$ cat src/sv/rwbs_pkg.sv
package rwbs_pkg;

  localparam int unsigned TIME_W = 64;
  localparam int unsigned QOS_W  = 2;

  typedef logic [TIME_W-1:0] time_ns_t;
  typedef logic [QOS_W-1:0]  qos_t;

  // QoS ranks, higher is preferred
  localparam qos_t QOS_LATENCY    = qos_t'(3);
  localparam qos_t QOS_DEFAULT    = qos_t'(2);
  localparam qos_t QOS_THROUGHPUT = qos_t'(1);
  localparam qos_t QOS_BACKGROUND = qos_t'(0);

  // One step of the pass: take judges the staged candidate, close ends the pass
  typedef struct packed {
    logic take;
    logic close;
  } step_ctl_t;

endpackage

$ cat src/sv/ready_work_best_selector.sv
// A beat that closes a pass goes through one input register and one result register;
//   it waits in the input register while the result register is full.
// Throughput: one candidate per cycle; the compare-and-update of the held best is combinational,
//   and only a full result register stalls a closing beat.
// Reset (rst_n, synchronous, active low): clears all valid flags and the held best,
//   and sets cost tie-break to enabled.
module ready_work_best_selector
  import rwbs_pkg::*;
#(
  parameter int unsigned PRIORITY_WIDTH = 8,
  parameter int unsigned ID_WIDTH       = 16
) (
  input  logic                      clk,
  input  logic                      rst_n,
  input  logic                      cfg_we,
  input  logic                      cfg_wdata,
  input  logic                      in_valid,
  output logic                      in_ready,
  input  logic                      in_eligible,
  input  logic [PRIORITY_WIDTH-1:0] in_priority_req,
  input  logic                      in_has_deadline,
  input  time_ns_t                  in_deadline_ns,
  input  qos_t                      in_qos_rank,
  input  time_ns_t                  in_duration_ns,
  input  time_ns_t                  in_cost_ns,
  input  logic [ID_WIDTH-1:0]       in_work_id,
  input  logic                      in_last,
  output logic                      out_valid,
  input  logic                      out_ready,
  output logic                      out_found,
  output logic [ID_WIDTH-1:0]       out_winner_id,
  output time_ns_t                  out_winner_cost_ns
);

  logic                      cost_en_r;

  logic                      stg_valid_r;
  logic                      stg_elig_r;
  logic [PRIORITY_WIDTH-1:0] stg_prio_r;
  logic                      stg_has_dl_r;
  time_ns_t                  stg_dl_r;
  qos_t                      stg_qos_r;
  time_ns_t                  stg_dur_r;
  time_ns_t                  stg_cost_r;
  logic [ID_WIDTH-1:0]       stg_id_r;
  logic                      stg_last_r;

  logic                      step;
  logic                      out_free;
  step_ctl_t                 ctl;
  logic                      wins;

  logic                      have_best;
  logic [PRIORITY_WIDTH-1:0] best_prio;
  logic                      best_has_dl;
  time_ns_t                  best_dl;
  qos_t                      best_rank;
  time_ns_t                  best_dur;
  time_ns_t                  best_cost;
  logic [ID_WIDTH-1:0]       best_id;

  always_ff @(posedge clk) begin
    if (!rst_n) begin
      cost_en_r <= 1'b1;
    end else if (cfg_we) begin
      cost_en_r <= cfg_wdata;
    end
  end

  // A closing beat waits for room in the result register; others advance at once
  assign step      = stg_valid_r && (!stg_last_r || out_free);
  assign in_ready  = !stg_valid_r || step;
  assign ctl.take  = step && stg_elig_r;
  assign ctl.close = step && stg_last_r;

  always_ff @(posedge clk) begin
    if (!rst_n) begin
      stg_valid_r <= 1'b0;
    end else if (in_ready) begin
      stg_valid_r <= in_valid;
    end
  end

  always_ff @(posedge clk) begin
    if (in_valid && in_ready) begin
      stg_elig_r   <= in_eligible;
      stg_prio_r   <= in_priority_req;
      stg_has_dl_r <= in_has_deadline;
      stg_dl_r     <= in_deadline_ns;
      stg_qos_r    <= in_qos_rank;
      stg_dur_r    <= in_duration_ns;
      stg_cost_r   <= in_cost_ns;
      stg_id_r     <= in_work_id;
      stg_last_r   <= in_last;
    end
  end

  rwbs_cmp #(
    .PRIORITY_WIDTH (PRIORITY_WIDTH),
    .ID_WIDTH       (ID_WIDTH)
  ) u_cmp (
    .have_best   (have_best),
    .cost_en     (cost_en_r),
    .cand_prio   (stg_prio_r),
    .cand_has_dl (stg_has_dl_r),
    .cand_dl     (stg_dl_r),
    .cand_qos    (stg_qos_r),
    .cand_dur    (stg_dur_r),
    .cand_cost   (stg_cost_r),
    .cand_id     (stg_id_r),
    .best_prio   (best_prio),
    .best_has_dl (best_has_dl),
    .best_dl     (best_dl),
    .best_rank   (best_rank),
    .best_dur    (best_dur),
    .best_cost   (best_cost),
    .best_id     (best_id),
    .wins        (wins)
  );

  rwbs_keep #(
    .PRIORITY_WIDTH (PRIORITY_WIDTH),
    .ID_WIDTH       (ID_WIDTH)
  ) u_keep (
    .clk                (clk),
    .rst_n              (rst_n),
    .ctl                (ctl),
    .wins               (wins),
    .cand_prio          (stg_prio_r),
    .cand_has_dl        (stg_has_dl_r),
    .cand_dl            (stg_dl_r),
    .cand_qos           (stg_qos_r),
    .cand_dur           (stg_dur_r),
    .cand_cost          (stg_cost_r),
    .cand_id            (stg_id_r),
    .have_best          (have_best),
    .best_prio          (best_prio),
    .best_has_dl        (best_has_dl),
    .best_dl            (best_dl),
    .best_rank          (best_rank),
    .best_dur           (best_dur),
    .best_cost          (best_cost),
    .best_id            (best_id),
    .out_free           (out_free),
    .out_valid          (out_valid),
    .out_ready          (out_ready),
    .out_found          (out_found),
    .out_winner_id      (out_winner_id),
    .out_winner_cost_ns (out_winner_cost_ns)
  );

endmodule

$ cat src/sv/rwbs_cmp.sv
module rwbs_cmp
  import rwbs_pkg::*;
#(
  parameter int unsigned PRIORITY_WIDTH = 8,
  parameter int unsigned ID_WIDTH       = 16
) (
  input  logic                      have_best,
  input  logic                      cost_en,
  input  logic [PRIORITY_WIDTH-1:0] cand_prio,
  input  logic                      cand_has_dl,
  input  time_ns_t                  cand_dl,
  input  qos_t                      cand_qos,
  input  time_ns_t                  cand_dur,
  input  time_ns_t                  cand_cost,
  input  logic [ID_WIDTH-1:0]       cand_id,
  input  logic [PRIORITY_WIDTH-1:0] best_prio,
  input  logic                      best_has_dl,
  input  time_ns_t                  best_dl,
  input  qos_t                      best_rank,
  input  time_ns_t                  best_dur,
  input  time_ns_t                  best_cost,
  input  logic [ID_WIDTH-1:0]       best_id,
  output logic                      wins
);

  logic dur_known;

  assign dur_known = (cand_dur != '0) && (best_dur != '0);

  // Keys are compared in parallel; the first key that differs decides
  always_comb begin
    if (!have_best) begin
      wins = 1'b1;
    end else if (cand_prio != best_prio) begin
      wins = cand_prio > best_prio;
    end else if (cand_has_dl != best_has_dl) begin
      wins = cand_has_dl;
    end else if (cand_has_dl && (cand_dl != best_dl)) begin
      wins = cand_dl < best_dl;
    end else if (cand_qos != best_rank) begin
      wins = cand_qos > best_rank;
    end else if (dur_known && (cand_dur != best_dur)) begin
      wins = cand_dur < best_dur;
    end else if (cost_en && (cand_cost != best_cost)) begin
      wins = cand_cost < best_cost;
    end else begin
      wins = cand_id < best_id;
    end
  end

endmodule

$ cat src/sv/rwbs_keep.sv
module rwbs_keep
  import rwbs_pkg::*;
#(
  parameter int unsigned PRIORITY_WIDTH = 8,
  parameter int unsigned ID_WIDTH       = 16
) (
  input  logic                      clk,
  input  logic                      rst_n,
  input  step_ctl_t                 ctl,
  input  logic                      wins,
  input  logic [PRIORITY_WIDTH-1:0] cand_prio,
  input  logic                      cand_has_dl,
  input  time_ns_t                  cand_dl,
  input  qos_t                      cand_qos,
  input  time_ns_t                  cand_dur,
  input  time_ns_t                  cand_cost,
  input  logic [ID_WIDTH-1:0]       cand_id,
  output logic                      have_best,
  output logic [PRIORITY_WIDTH-1:0] best_prio,
  output logic                      best_has_dl,
  output time_ns_t                  best_dl,
  output qos_t                      best_rank,
  output time_ns_t                  best_dur,
  output time_ns_t                  best_cost,
  output logic [ID_WIDTH-1:0]       best_id,
  output logic                      out_free,
  output logic                      out_valid,
  input  logic                      out_ready,
  output logic                      out_found,
  output logic [ID_WIDTH-1:0]       out_winner_id,
  output time_ns_t                  out_winner_cost_ns
);

  logic                      have_best_r;
  logic [PRIORITY_WIDTH-1:0] best_prio_r;
  logic                      best_has_dl_r;
  time_ns_t                  best_dl_r;
  qos_t                      best_rank_r;
  time_ns_t                  best_dur_r;
  time_ns_t                  best_cost_r;
  logic [ID_WIDTH-1:0]       best_id_r;

  logic                      out_valid_r;
  logic                      out_found_r;
  logic [ID_WIDTH-1:0]       out_id_r;
  time_ns_t                  out_cost_r;

  logic                      upd;
  logic                      have_nxt;
  logic [ID_WIDTH-1:0]       id_nxt;
  time_ns_t                  cost_nxt;

  assign upd      = ctl.take && wins;
  assign have_nxt = upd || have_best_r;
  assign id_nxt   = upd ? cand_id : best_id_r;
  assign cost_nxt = upd ? cand_cost : best_cost_r;
  assign out_free = !out_valid_r || out_ready;

  always_ff @(posedge clk) begin
    if (!rst_n) begin
      have_best_r <= 1'b0;
    end else if (ctl.close) begin
      have_best_r <= 1'b0;
    end else if (upd) begin
      have_best_r <= 1'b1;
    end
  end

  // Payload of the held best needs no clearing: have_best gates it
  always_ff @(posedge clk) begin
    if (upd) begin
      best_prio_r   <= cand_prio;
      best_has_dl_r <= cand_has_dl;
      best_dl_r     <= cand_dl;
      best_rank_r   <= cand_qos;
      best_dur_r    <= cand_dur;
      best_cost_r   <= cand_cost;
      best_id_r     <= cand_id;
    end
  end

  always_ff @(posedge clk) begin
    if (!rst_n) begin
      out_valid_r <= 1'b0;
    end else if (ctl.close) begin
      out_valid_r <= 1'b1;
    end else if (out_ready) begin
      out_valid_r <= 1'b0;
    end
  end

  always_ff @(posedge clk) begin
    if (ctl.close) begin
      out_found_r <= have_nxt;
      out_id_r    <= have_nxt ? id_nxt : '0;
      out_cost_r  <= have_nxt ? cost_nxt : '0;
    end
  end

  assign have_best          = have_best_r;
  assign best_prio          = best_prio_r;
  assign best_has_dl        = best_has_dl_r;
  assign best_dl            = best_dl_r;
  assign best_rank          = best_rank_r;
  assign best_dur           = best_dur_r;
  assign best_cost          = best_cost_r;
  assign best_id            = best_id_r;
  assign out_valid          = out_valid_r;
  assign out_found          = out_found_r;
  assign out_winner_id      = out_id_r;
  assign out_winner_cost_ns = out_cost_r;

`ifndef NO_ASSERTIONS
  a_close_clears: assert property (@(posedge clk) disable iff (!rst_n)
    ctl.close |=> !have_best_r)
    else $error("held best survived the end of a pass");

  a_take_holds: assert property (@(posedge clk) disable iff (!rst_n)
    (ctl.take && !ctl.close) |=> have_best_r)
    else $error("eligible beat left no held best");

  a_close_room: assert property (@(posedge clk) disable iff (!rst_n)
    ctl.close |-> out_free)
    else $error("pass closed while the result register was full");

  a_empty_zero: assert property (@(posedge clk) disable iff (!rst_n)
    (out_valid_r && !out_found_r) |-> ((out_id_r == '0) && (out_cost_r == '0)))
    else $error("empty result carries a nonzero winner");
`endif

endmodule
$ cat config.mk
export PLATFORM = sky130hd
export DESIGN_NAME = ready_work_best_selector
export DESIGN_NICKNAME = d
export VERILOG_FILES = /design/src/sv/rwbs_pkg.sv /design/src/sv/ready_work_best_selector.sv /design/src/sv/rwbs_cmp.sv /design/src/sv/rwbs_keep.sv
export SDC_FILE = /design/constraint.sdc
export NUM_CORES = 1
export LEC_CHECK = 0
export BUFFER_PORTS_ARGS = -buffer_cell sky130_fd_sc_hd__buf_2
export CORE_ASPECT_RATIO = 1.75
export CORE_MARGIN = 2
export CORE_UTILIZATION = 30
export DETAILED_ROUTE_END_ITERATION = 10
export GPL_ROUTABILITY_DRIVEN = 0
export PLACE_DENSITY = 0.56
export SETUP_SLACK_MARGIN = 0.3
export SLEW_MARGIN = 20
export SYNTH_ARGS = -nofsm -noshare
export SYNTH_HDL_FRONTEND = slang
export SYNTH_HIERARCHICAL = 1
export SYNTH_SLANG_ARGS = --single-unit
$ cat constraint.sdc
create_clock -name clk -period 10.5 [get_ports clk]
set_input_delay 0 -clock clk [delete_from_list [all_inputs] [get_ports clk]]
set_output_delay 0 -clock clk [all_outputs]
set_load 0.01 [all_outputs]
==> impl_metrics.json, run 1 <==
{
  "seq_power_share": 0.511,
  "synthXorXnorAreaFrac": 0,
  "min_from": "in_duration_ns[49]",
  "nNetsFinal": 2571,
  "worstSkewPairLatency_ps": 610,
  "synthTopCellsByArea": "edfxtp_1, ha_1, dfxtp_1, mux2_2, inv_1",
  "reg2reg_slack_ps": 3890,
  "routed.top_layer": "met5",
  "worstPathMaxFanout": 94,
  "io_buffers": 309,
  "syn-instance-count": 1557,
  "fmax_mhz": 151,
  "start_util": 0.302,
  "finalSetupViolations": 0,
  "synth_area_um2": 22700,
  "drt_iter0_drc": 556,
  "maxCapViolCount": 0,
  "ir_drop_mv": 0.127,
  "synth_compound_area_frac": 0.0787,
  "ant_nets": 0,
  "switching_share": 0.239,
  "postSynthAreaPerCell_um2": 14.6,
  "grt_pass1_vias": 15441,
  "r2r-end": "u_keep/out_winner_cost_ns[4]$_SDFFCE_PN0P_",
  "die-area_um2": 77900,
  "p_clk_frac": 0.376,
  "area_growth_pct": 29.1,
  "intPower_mw": 3.75,
  "worst_pin_slew_ps": 1090,
  "total_power_mw": 4.92,
  "startpoint_type": "flip-flop",
  "period_share": 0.629,
  "finalCriticalPeriod_ps": 6610,
  "arrival_ps": 7050,
  "grt.overflow.total": 0,
  "netSwitchingPower_mw": 1.17,
  "critPathRequiredTime_ps": 10940,
  "grt_pass1_wl_um": 82900,
  "synth_mux_area_frac": 0.0401,
  "fp.coreArea_um2": 75100,
  "rsz0062_at_grt": "false",
  "clk_pin_slew_ps": 60,
  "p_leak_nw": 12.1,
  "viasPerCell": 4.55,
  "clock_sinks": 525,
  "yosysTopAreaCell": "edfxtp_1",
  "hold_end": "stg_dur_r[49]$_DFFE_PP_",
  "synth_simple_gate_area_share": 0.0561,
  "fill_cells": 7081,
  "reg2regPathDepth": 14,
  "hold_class": "primary input to flip-flop",
  "hpwl_um": 37300,
  "synth_top_family_by_area": "adder cells",
  "routed-wl-met2_um": 27300,
  "hold_viol": 0,
  "synth_edf_count": 441,
  "end_kind": "flip-flop",
  "dr_total_vias": 14487,
  "slew_headroom": 0.272,
  "ys_seq_area_frac": 0.658,
  "cts_setup_buffers": 0,
  "grt_max_degree": 154,
  "die_w_um": 212,
  "maxSlewViolCount": 0,
  "rr_startpoint": "stg_cost_r[63]$_DFFE_PP_",
  "power_density_nw_per_um2": 168,
  "cts.htree.levels": 2,
  "cts.repair.resized": 0,
  "synth_nets": 2001,
  "status": "finished, final reports clean",
  "drive_above_1_share": 0.224,
  "wl_met1_um": 22600,
  "antenna_found_initial": 3,
  "wl_per_cell_um": 17.0,
  "synth_cell_types": 63,
  "async_flop_share": 0,
  "ys_ff_latch": 525,
  "combPwrFrac": 0.112,
  "dr_wl_met3_um": 2410,
  "remaining_drc_errors": 0,
  "clock_skew_ps": 32.1,
  "ios": 310,
  "tritoncts": "built",
  "clock-root-buffer": "clkbuf_16",
  "clk_path_buf_depth": 3,
  "numCtsBuffers": 52,
  "first_pass_iters": 5,
  "rows": 133,
  "routed_wl_um": 54000,
  "synth_top_area_frac": 0.584,
  "die_h_um": 368,
  "setup_tns_ps": 0,
  "whs_path_depth": 2,
  "setup.worst_path.class": "flip-flop to flip-flop",
  "synth_adder_area_share": 0.120,
  "ys.warnings.count": 6,
  "gr-usage-all-layers": 0.137,
  "synth_ff_type": "edfxtp_1"
}
kinds of logic after synthesis:
family / Yosys count
DFF: 525
muxes: 81
AOI/OAI and AO/OA: 257
buffers and inverters: 252
and+or+nand+nor: 225
adders and majority gates: 217
synthesized netlist by cell type, types with 4 or more instances:
cell	count
o21ai_1	9
nand2b_1	7
and4_1	5
o21ai_0	27
o211ai_1	5
o21a_1	4
ha_1	217
nor2_1	25
nand3_1	21
dfxtp_1	84
a211oi_1	11
a21boi_0	4
nor4_1	40
nand2_1	47
a221o_1	4
mux2_2	80
buf_4	12
buf_6	12
nor2b_1	8
o31ai_1	4
inv_1	226
a22o_1	80
a21oi_1	78
a21o_1	8
nand4_1	44
nor3_1	8
edfxtp_1	441
repair_timing:
action,CTS,global route
hold buffers,226,0
setup endpoints to repair,0,0
hold endpoints to repair,225,0
stage by stage:
stage | setup slack, ps | area, um2 | util | cells | hold slack (ps)
after global placement | 3510 | 25300 | 0.338 | 2858 | 177
after global routing | 3540 | 29300 | 0.390 | 3181 | 61.8
after detailed placement | 3660 | 25300 | 0.338 | 2858 | 178
after floorplan | 6440 | 22700 | - | 1557 | 61.9
after CTS | 3630 | 29300 | 0.390 | 3179 | 31.4
final | 3890 | 29300 | 0.390 | 3182 | 99.2
power groups by stage:
stage | sequential (mW) | combinational [mW] | clock, mW
after floorplan | 2.54 | 0.332 | 0
after global placement | 2.56 | 0.479 | 0
after detailed placement | 2.56 | 0.494 | 0
after CTS | 2.52 | 0.564 | 1.93
after global routing | 2.54 | 0.631 | 2.00
final | 2.52 | 0.554 | 1.85
routing by layer:
metal,vias up,global-route usage
met3,86,0.0243
met4,4,0.0488
met1,7030,0.161
li1,7020,-
met2,347,0.248
met5,-,0
cell type report:
| type | instances | area (um2) | share of cell area |
|---|---|---|---|
| flip-flops and latches | 525 | 14900 | 0.509 |
| multi-input cells | 780 | 6700 | 0.229 |
| repair buffers | 541 | 3890 | 0.133 |
| clock buffers | 63 | 1350 | 0.0462 |
| well taps | 1012 | 1270 | 0.0432 |
| inverters | 227 | 860 | 0.0293 |
| clock inverters | 32 | 308 | 0.0105 |
| diodes | 2 | 5.00 | 0.000171 |
flip-flops by register name, summed over array words and instances (netlist names), 16 cells and up:
name and cells:
u_keep/best_cost 64, stg_id_r 16, u_keep/out_winner_id 16, u_keep/best_id 16, stg_cost_r 64, stg_dl_r 64
u_keep/best_dur 64, stg_dur_r 64, u_keep/best_dl 64, u_keep/out_winner_cost_ns 64
critical path, cell delays in order, from the launching register on:
cell and delay (ps):
edfxtp_1 420, ha_1 370, nand4_2 200, nor4_2 480
nand3_1 200, or4_1 580, o21ai_0 200, a32oi_1 250
a2111oi_1 980, or4_1 340, nand2_4 290, inv_8 420
buf_16 390, buf_4 830, a22o_1 280
how the worst max path moves through the flow:
stage / end / startpoint
detailed placement: u_keep/out_winner_cost_ns[4]$_SDFFCE_PN0P_ / stg_cost_r[63]$_DFFE_PP_
finish: u_keep/out_winner_cost_ns[4]$_SDFFCE_PN0P_ / stg_cost_r[63]$_DFFE_PP_
floorplan: u_keep/out_winner_id[10]$_SDFFCE_PN0P_ / stg_cost_r[61]$_DFFE_PP_
global placement: u_keep/out_winner_cost_ns[9]$_SDFFCE_PN0P_ / stg_cost_r[63]$_DFFE_PP_
global route: u_keep/out_winner_cost_ns[6]$_SDFFCE_PN0P_ / stg_cost_r[63]$_DFFE_PP_
CTS: u_keep/out_winner_cost_ns[4]$_SDFFCE_PN0P_ / stg_cost_r[63]$_DFFE_PP_
layout by cell type, fill, tap and decap left out, types with 9 or more instances in the layout:
master | Yosys | layout
nand4_1 | 44 | 44
nand3_1 | 21 | 21
mux2_2 | 80 | 80
o21ai_1 | 9 | 9
nor2_1 | 25 | 25
a22o_1 | 80 | 80
a21oi_1 | 78 | 78
clkbuf_1 | 0 | 10
dlygate4sd3_1 | 0 | 226
nand2_1 | 47 | 47
buf_2 | 1 | 309
clkinv_2 | 0 | 9
a211oi_1 | 11 | 11
edfxtp_1 | 441 | 441
ha_1 | 217 | 217
inv_1 | 226 | 226
dfxtp_1 | 84 | 84
o21ai_0 | 27 | 27
clkinv_1 | 0 | 10
nor4_1 | 40 | 40
clkbuf_16 | 0 | 52
No activity file was read; power rests on OpenSTA's default activity.
==> inputs of run 2 (changes only) <==
Settings changed: ABC_AREA set to 1.
Clock period 10.5 ns to 6.6 ns, I/O delays scaled along.
==> run 2 against run 1 <==
  * Worst hold slack got worse by 15 ps
  * Non-clock buffer count increased by 5
  * Critical endpoint is now u_keep/out_winner_cost_ns[13]$_SDFFCE_PN0P_
  * Count of clock-buffer cells in the layout increased by 6
  * Area after synthesis increased by 4.0%
  * Sequential power increased by 57%
  * Largest power group unchanged
==> impl_metrics.json, run 2 <==
{
  "viasPerCell": 4.20,
  "status": "finished, final reports clean",
  "worstSkewPairLatency_ps": 620,
  "ant_nets": 0,
  "postSynthAreaPerCell_um2": 11.0,
  "dr_total_vias": 15982,
  "hold_viol": 0,
  "arrival_ps": 4800,
  "rsz0062_at_grt": "false",
  "fp.coreArea_um2": 78300,
  "async_flop_share": 0,
  "synth_nets": 2598,
  "routed_wl_um": 57400,
  "drive_above_1_share": 0.167,
  "synth_adder_area_share": 0.115,
  "numCtsBuffers": 53,
  "synth_compound_area_frac": 0.0372,
  "setup.worst_path.class": "flip-flop to flip-flop",
  "ys_seq_area_frac": 0.632,
  "finalCriticalPeriod_ps": 4450,
  "ys.warnings.count": 6,
  "synth_most_common_cell": "inv_1",
  "synth_edf_count": 441,
  "power_density_nw_per_um2": 265,
  "final_util": 0.389,
  "first_pass_iters": 5,
  "maxSlewViolCount": 0,
  "synth_ff_type": "edfxtp_1",
  "fin_area_um2": 30500,
  "critPathRequiredTime_ps": 6950,
  "area_growth_pct": 29.1,
  "worstPathMaxFanout": 46,
  "ys_ff_latch": 525,
  "die-area_um2": 81000,
  "cts.htree.levels": 2,
  "grt_pass1_wl_um": 89200,
  "max_stage_delay_ps": 670,
  "mostFrequentLayoutCell": "inv_1",
  "fmax_mhz": 225,
  "setup_ws_ps": 2150,
  "synthXorXnorAreaFrac": 0,
  "synth_cell_types": 37,
  "synth_top_family_by_area": "simple AND/OR/NAND/NOR gates",
  "final_cell_mix": "inv_1, edfxtp_1, nand2_1",
  "cts.repair.resized": 0,
  "setup_tns_ps": 0,
  "maxCapViolCount": 0,
  "synth_mux_area_frac": 0,
  "path_cells": "ha_1 > nand2_1 > nor2_1 > nand2_1 > nor2_1 > nand2_1 > inv_2 > nand3_1 > nand2_1 > nor2_1 > nand2_1 > nand3_1 > nand3_1 > nand2_1 > nand2_1 > nand2_1 > nand2_1 > nand2_4 > nand2_4 > inv_6 > nor2_8 > buf_4 > nor2_1",
  "antenna_found_initial": 15,
  "clk_path_buf_depth": 3,
  "startpoint_type": "flip-flop",
  "die_h_um": 375,
  "worst_pin_slew_ps": 1040,
  "yosysTopAreaCell": "edfxtp_1",
  "p_leak_nw": 14.4,
  "start_util": 0.302,
  "clock_skew_ps": 30.6,
  "die_w_um": 216,
  "period_share": 0.674,
  "rows": 136,
  "grt_pass1_vias": 16765,
  "cp_slowest_cell": "nor2_8",
  "pre_cts_slack_ps": 1890,
  "slew_headroom": 0.305,
  "cts_setup_buffers": 0,
  "finalSetupViolations": 0,
  "wl_per_cell_um": 15.1,
  "synth_top_area_frac": 0.561,
  "clk_pin_slew_ps": 60,
  "crit_top_cell": "nand2_1",
  "hpwl_um": 38600,
  "ir_drop_mv": 0.216,
  "grt_max_degree": 101,
  "gr-usage-all-layers": 0.142,
  "ios": 310,
  "grt.overflow.total": 0,
  "io_buffers": 309,
  "synth_common_cells": "inv_1, edfxtp_1, nand2_1",
  "clock_sinks": 525,
  "synth_simple_gate_area_share": 0.125,
  "postCtsHoldBufs": 227,
  "clock-root-buffer": "clkbuf_16",
  "drt_iter0_drc": 691,
  "syn-instance-count": 2154,
  "nNetsFinal": 3165,
  "placed_cell_area_um2": 26400,
  "synthTopCellsByArea": "edfxtp_1, ha_1, inv_1, dfxtp_1, nand2_1",
  "remaining_drc_errors": 0,
  "hold_class": "primary input to flip-flop",
  "tritoncts": "built",
  "synth_area_um2": 23600,
  "total_power_mw": 8.09,
  "end_kind": "flip-flop"
}
## run 2: cell types whose count changed in the layout (fill, tap and decap cells not counted), moves of 28 or more
| cell | delta |
|---|---|
| a21oi_1 | +28 |
| inv_1 | +253 |
| inv_2 | +35 |
| a22o_1 | -80 |
| nor4_1 | -39 |
| mux2_2 | -80 |
| nor2_1 | +151 |
| nand2_1 | +315 |
| nand3_1 | +74 |
## run 2: metrics by stage
step / std cells / hold slack, ps
floorplan: 2154 / 98.9
global placement: 3474 / 177
detailed placement: 3474 / 178
CTS: 3800 / 27.4
global route: 3807 / 47.1
finish: 3807 / 83.9
## run 2: worst max-delay path, delay by kind of cell (launching register included)
| kind | cells | cell delay, ps |
|---|---|---|
| buf+inv | 3 | 590 |
| flops | 1 | 420 |
| fa+ha+maj | 1 | 310 |
| simple gates | 19 | 2820 |
## run 2: path summary, 6_finish.rpt
kind | start | slack (ps) | endpoint | cells past startpoint
worst min-delay path | in_cost_ns[59] | 80 | stg_cost_r[59]$_DFFE_PP_ | 2
worst max-delay path | stg_cost_r[37]$_DFFE_PP_ | 2150 | u_keep/out_winner_cost_ns[13]$_SDFFCE_PN0P_ | 23
worst min register to register | stg_dl_r[22]$_DFFE_PP_ | 450 | u_keep/best_dl[22]$_DFFE_PP_ | 0
worst max register to register | stg_cost_r[37]$_DFFE_PP_ | 2150 | u_keep/out_winner_cost_ns[13]$_SDFFCE_PN0P_ | 23
## run 2: cell families after synthesis
logic type,after synthesis
simple gates,700
fa+ha+maj,217
compound gates,161
flops,525
buf+inv,551
## run 2: per-layer routing
| metal | track usage | vias to the layer above | wire length (um) |
|---|---|---|---|
| met1 | 0.164 | 7373 | 24000 |
| met5 | 0 | - | 57 |
| met4 | 0.0544 | 8 | 1910 |
| li1 | - | 8168 | - |
| met2 | 0.256 | 321 | 28700 |
| met3 | 0.0286 | 112 | 2740 |
## run 2: cell type report
| class | instances | area, um2 |
|---|---|---|
| Fill cell | 7623 | 47800 |
| Tap cell | 1035 | 1290 |
| Timing Repair Buffer | 546 | 3890 |
| Clock inverter | 30 | 367 |
| Multi-Input combinational cell | 1078 | 6570 |
| Clock buffer | 69 | 1470 |
| Sequential cell | 525 | 14900 |
| Inverter | 517 | 1960 |
| Antenna cell | 7 | 17.5 |
## run 2: power breakdown
group	total, mW	switching, mW	leakage [nW]	internal (mW)
registers	3.95	0.107	4.90	3.84
logic	0.945	0.537	8.59	0.408
clock network	3.20	1.35	0.890	1.85
